**src/design/sjc_pkg.sv**
```systemverilog
`timescale 1ns / 1ps
`default_nettype none

package sjc_pkg;

    localparam int CENTER_DEPTH_DEF = 1024;
    localparam int FRAC_BITS_DEF    = 16;
    localparam int COORD_W          = 31;
    localparam int CNT_W            = 16;
    localparam int SUM_W            = 32;

    localparam logic [CNT_W-1:0] SAT16   = '1;
    localparam logic [SUM_W-1:0] SAT_SUM = '1;

    localparam logic MODE_LOAD = 1'b0;
    localparam logic MODE_DATA = 1'b1;

    // One input request as it travels from the front to the back
    typedef struct packed {
        logic               mode;
        logic [COORD_W-1:0] coord;
        logic               last_set;
        logic               last_cluster;
    } t_item;

    typedef enum logic [3:0] {
        S_IDLE,
        S_READ,
        S_CMP,
        S_COUNT,
        S_DIST,
        S_DWAIT,
        S_SQ,
        S_ACC,
        S_MSTART,
        S_MABS,
        S_MSQ,
        S_OUT
    } t_state;

endpackage

`default_nettype wire

```
**src/design/sjc_front.sv**
```systemverilog
`timescale 1ns / 1ps
`default_nettype none

module sjc_front (
    input  wire                            i_clk,
    input  wire                            i_rst_n,
    input  wire                            i_valid,
    output logic                           o_ready,
    input  wire                            i_mode,
    input  wire  [sjc_pkg::COORD_W-1:0]    i_coordinate,
    input  wire                            i_last_of_set,
    input  wire                            i_last_of_cluster,
    output logic                           o_item_valid,
    output sjc_pkg::t_item                 o_item,
    input  wire                            i_item_pop
);

    sjc_pkg::t_item r_slot [2];
    logic           r_wp;
    logic           r_rp;
    logic [1:0]     r_cnt;
    logic           push;
    logic           pop;
    sjc_pkg::t_item in_item;

    // Classify and pack the incoming request
    always_comb begin
        in_item.mode         = i_mode;
        in_item.coord        = i_coordinate;
        in_item.last_set     = i_last_of_set;
        in_item.last_cluster = i_last_of_cluster & i_last_of_set
                               & (i_mode == sjc_pkg::MODE_DATA);
    end

    assign o_ready      = (r_cnt != 2'd2);
    assign push         = i_valid & o_ready;
    assign o_item_valid = (r_cnt != 2'd0);
    assign pop          = i_item_pop & o_item_valid;
    assign o_item       = r_slot[r_rp];

    // Hold requests in a two-entry queue
    always_ff @(posedge i_clk) begin
        if (push) begin
            r_slot[r_wp] <= in_item;
        end
    end

    always_ff @(posedge i_clk) begin
        if (!i_rst_n) begin
            r_wp  <= 1'b0;
            r_rp  <= 1'b0;
            r_cnt <= 2'd0;
        end else begin
            if (push) begin
                r_wp <= ~r_wp;
            end
            if (pop) begin
                r_rp <= ~r_rp;
            end
            r_cnt <= r_cnt + {1'b0, push} - {1'b0, pop};
        end
    end

endmodule

`default_nettype wire

```
**config.mk**
```make
export PLATFORM = sky130hd
export DESIGN_NAME = sjc_front
export DESIGN_NICKNAME = d
export VERILOG_FILES = /design/src/design/sjc_pkg.sv /design/src/design/sjc_front.sv
export SDC_FILE = /design/constraint.sdc
export NUM_CORES = 1
export LEC_CHECK = 0
export BUFFER_PORTS_ARGS = -buffer_cell sky130_fd_sc_hd__clkbuf_2
export CAP_MARGIN = 20
export CELL_PAD_IN_SITES_DETAIL_PLACEMENT = 0
export CELL_PAD_IN_SITES_GLOBAL_PLACEMENT = 1
export CORE_ASPECT_RATIO = 0.8
export CORE_MARGIN = 5
export CORE_UTILIZATION = 47
export DETAILED_ROUTE_END_ITERATION = 7
export MAX_ROUTING_LAYER = met4
export PLACE_DENSITY = 0.95
export RECOVER_POWER = 100
export SETUP_SLACK_MARGIN = 0.4
export SKIP_LAST_GASP = 1
export SLEW_MARGIN = 20
export SYNTH_ARGS = -nofsm -noshare
export SYNTH_HDL_FRONTEND = slang
export SYNTH_SLANG_ARGS = --single-unit
```
**constraint.sdc**
```tcl
create_clock -name i_clk -period 4.5 [get_ports i_clk]
set_clock_uncertainty 0.1 [all_clocks]
set_input_delay 0.9 -clock i_clk [delete_from_list [all_inputs] [get_ports i_clk]]
set_output_delay 0.9 -clock i_clk [all_outputs]
set_load 0.01 [all_outputs]
```
==> metrics.md <==
| Metric | Value |
|---|---|
| Synthesized area per cell | `around 22 µm²` |
| Unique cell type count in the Yosys netlist | `18` |
| CTS max path bufs | `2` |
| Clk slew on worst S/H paths | `roughly 0.070 ns` |
| HP Start | `r_wp$_SDFFE_PN0N_` |
| Final Hold Vio Count | `0` |
| Crit Path Class | `input port to flip-flop` |
| Hpwl dp | `3050 µm` |
| Yosys top cell area share | `a little under three quarters` |
| Total clock sinks | `between 70 and 80` |
| Gr usage total | `approximately an eighth` |
| R2r startpoint | `r_cnt[0]$_SDFF_PN0_` |
| Row count | `25` |
| Worst setup SP type | `input port` |
| Wire length of the first global-routing pass | `approximately 7200 µm` |
| Number of antenna violations at the first check in global routing | `0` |
| Crit path required time | `4.29 ns` |
| Hold Crit Endpoint | `r_wp$_SDFFE_PN0N_` |
| I/O pins | `between 70 and 80` |
| Post-Synthesis Cells | `131` |
| Htree depth | `3` |
| Worst hold path class | `flip-flop to flip-flop` |
| Initial Utilization | `48.2%` |
| LEAKAGE | `between 1 and 1.5 nW` |
| Nets | `about 250` |
| Slew HR | `-94.2%` |
| Number of synthesis warnings | `0` |
| Worst Setup End Kind | `flip-flop` |
| Sequential-to-total area share from yosys stat | `75.2%` |
| Core Area | `approximately 5900 µm²` |
| Register area | `approximately 2100 µm²` |
| Area delta synth->final | `16.1%` |
| PostCTS Resize Cnt | `0` |
| Vias | `approximately 1400` |
| Maxcap violations | `2` |
| Largest net degree at the start of global routing | `35` |
| TritonRoute pass-1 iters | `4` |
| Antenna-violating nets left | `0` |
| RSZ-0062 raised after global routing | `no` |
| Status | `finished with violations` |
| PortBufs | `between 70 and 80` |
| Max-slew violation count | `70` |
| Vias in the first global route | `approximately 1500` |
| GPL Wtd Cong | `0.702` |
| Final Setup Violations | `0` |
| Failing checks | `capacitance limit, slew limit` |
| Die area | `roughly 7700 µm²` |
| Max IR drop VDD | `approximately 300 µV` |
| Clk root buf | `clkbuf_8` |
| Reg2reg setup slack | `around 1.2 ns` |
| Die Wd | `97.1 µm` |
| Top post-synthesis cells by area | `edfxtp_1, mux2_4, dfxtp_1, buf_12, mux2_2` |
| Clock Latency Late Sink | `~0.34 ns` |
| Final Util | `between 50% and 60%` |
| Reg2Reg Depth | `3` |
| Cts hold-fix bufs | `0` |
| Pwr/cell area | `about 550 nW/µm²` |
| N_diodes | `0` |
| Final Cycle Share | `approximately three quarters` |
| DRC | `0` |
| Post-synthesis register bit count | `73` |
| Min cycle time layout | `3.44 ns` |
| Setup_tns | `0 ns` |
| Least-Margin Pin Slew | `a little under 3 ns` |
| Setup bufs post-CTS | `0` |
| Crit Path Max Fanout | `34` |
| WL final | `roughly 4700 µm` |
| Power Total | `~1.8 mW` |
| Worst Hold Path Cells | `2` |
| Mapped Nets | `between 150 and 200` |
| Vias per cell | `about 4.7` |
| Footprint of the multi-input gates | `about 520 µm²` |
| Filler instances | `500` |
| Gr ovfl total | `0` |
| CTS tree | `done` |
| Post-DR wirelength/cell | `between 15 and 20 µm` |
| Synth Cell Area | `approximately 2900 µm²` |
| Cell taking the most area after synthesis | `edfxtp_1` |
| Iter 0 DRT Violations | `56` |
| Worst reg2reg path endpoint | `r_slot[0][10]$_DFFE_PP_` |
| FMAX | `between 200 and 300 MHz` |
| Layout cells sized above 1 | `29.6%` |
| Num CTS Buffers | `9` |
| DIE HEIGHT | `79.7 µm` |
| Arr. time, crit path | `between 3 and 4 ns` |
-- critical path, cell delays in order --
cell	delay, ns
clkbuf_2	0.08
nand2_1	0.09
nor2_1	2.14
-- state kept, by name (all words and copies together), names as in the netlist, named ones only --
signal / count
r_cnt: 2
r_wp: 1
r_slot: 68
r_rp: 1
-- Yosys cell counts --
library cell	number
dfxtp_1	5
ha_1	2
o21a_2	1
xnor2_1	3
and2_1	2
nor2_1	1
nor2b_1	2
mux2_4	30
or2_2	1
mux2_2	4
mux2i_1	1
and3_1	2
nand2b_1	2
edfxtp_1	68
inv_1	1
buf_12	3
buf_6	1
nand2_1	2
-- worst max-delay path by stage --
stage / from / slack [ns] / endpoint
detailed placement: flip-flop / 1.87 / o_item[0]
global route: i_valid / 0.80 / r_slot[0][10]$_DFFE_PP_
global placement: flip-flop / 1.87 / o_item[2]
finish: i_valid / 1.06 / r_slot[0][10]$_DFFE_PP_
CTS: flip-flop / 1.48 / o_item[0]
floorplan: i_valid / 1.54 / r_slot[0][0]$_DFFE_PP_
-- per-stage QoR --
stage / hold WS, ns / instance area (µm²) / cells / worst slack [ns]
2_1_floorplan: 0.355 / 2850 / 131 / 1.54
3_3_place_gp: 0.401 / 3260 / 281 / 1.87
3_5_place_dp: 0.423 / 3260 / 281 / 1.87
4_1_cts: 0.433 / 3460 / 297 / 1.48
5_1_grt: 0.443 / 3310 / 297 / 0.802
6_report: 0.404 / 3310 / 297 / 1.06
-- routing by layer --
layer | GRT usage, % | routed length, µm
met4 | 4.63 | 61
met1 | 14.1 | 1970
met2 | 20.3 | 2230
met3 | 6.64 | 393
met5 | - | 0
-- cell type report --
class	instances	share of cell area (%)
timing repair buffer	73	9.87
multi-input combinational	53	15.8
tap	81	3.06
inverter	1	0.113
sequential	73	64.8
clock buffer	9	3.74
clock inverter	7	2.57
-- logic make-up after synthesis --
family,count (synthesis),synth area share (%)
AOI/OAI and AO/OA,1,0.307
DFF,73,75.2
adders and majority gates,2,0.878
and+or+nand+nor,12,2.37
xor gates and xnor gates,3,0.922
buffers and inverters,5,2.63
muxes,35,17.7
-- power by group --
| group | internal, mW | switching [mW] | leakage (nW) | total, mW |
|---|---|---|---|---|
| logic | 0.175 | 0.200 | 0.419 | 0.375 |
| clock network | 0.306 | 0.220 | 0.104 | 0.526 |
| registers | 0.861 | 0.0655 | 0.678 | 0.926 |
| total | 1.34 | 0.485 | 1.20 | 1.83 |
-- cells in the final DEF (no fill, tap or decap), drive strengths merged --
cell type | netlist | routed
and2 | 2 | 2
and3 | 2 | 2
buf | 4 | 1
bufinv | 0 | 2
clkbuf | 0 | 81
clkinv | 0 | 4
clkinvlp | 0 | 1
dfxtp | 5 | 5
edfxtp | 68 | 68
ha | 2 | 2
inv | 1 | 1
mux2 | 34 | 34
mux2i | 1 | 1
nand2 | 2 | 2
nand2b | 2 | 2
nor2 | 1 | 1
nor2b | 2 | 2
o21a | 1 | 1
or2 | 1 | 1
xnor2 | 3 | 3
(Power assumes the default switching activity.)
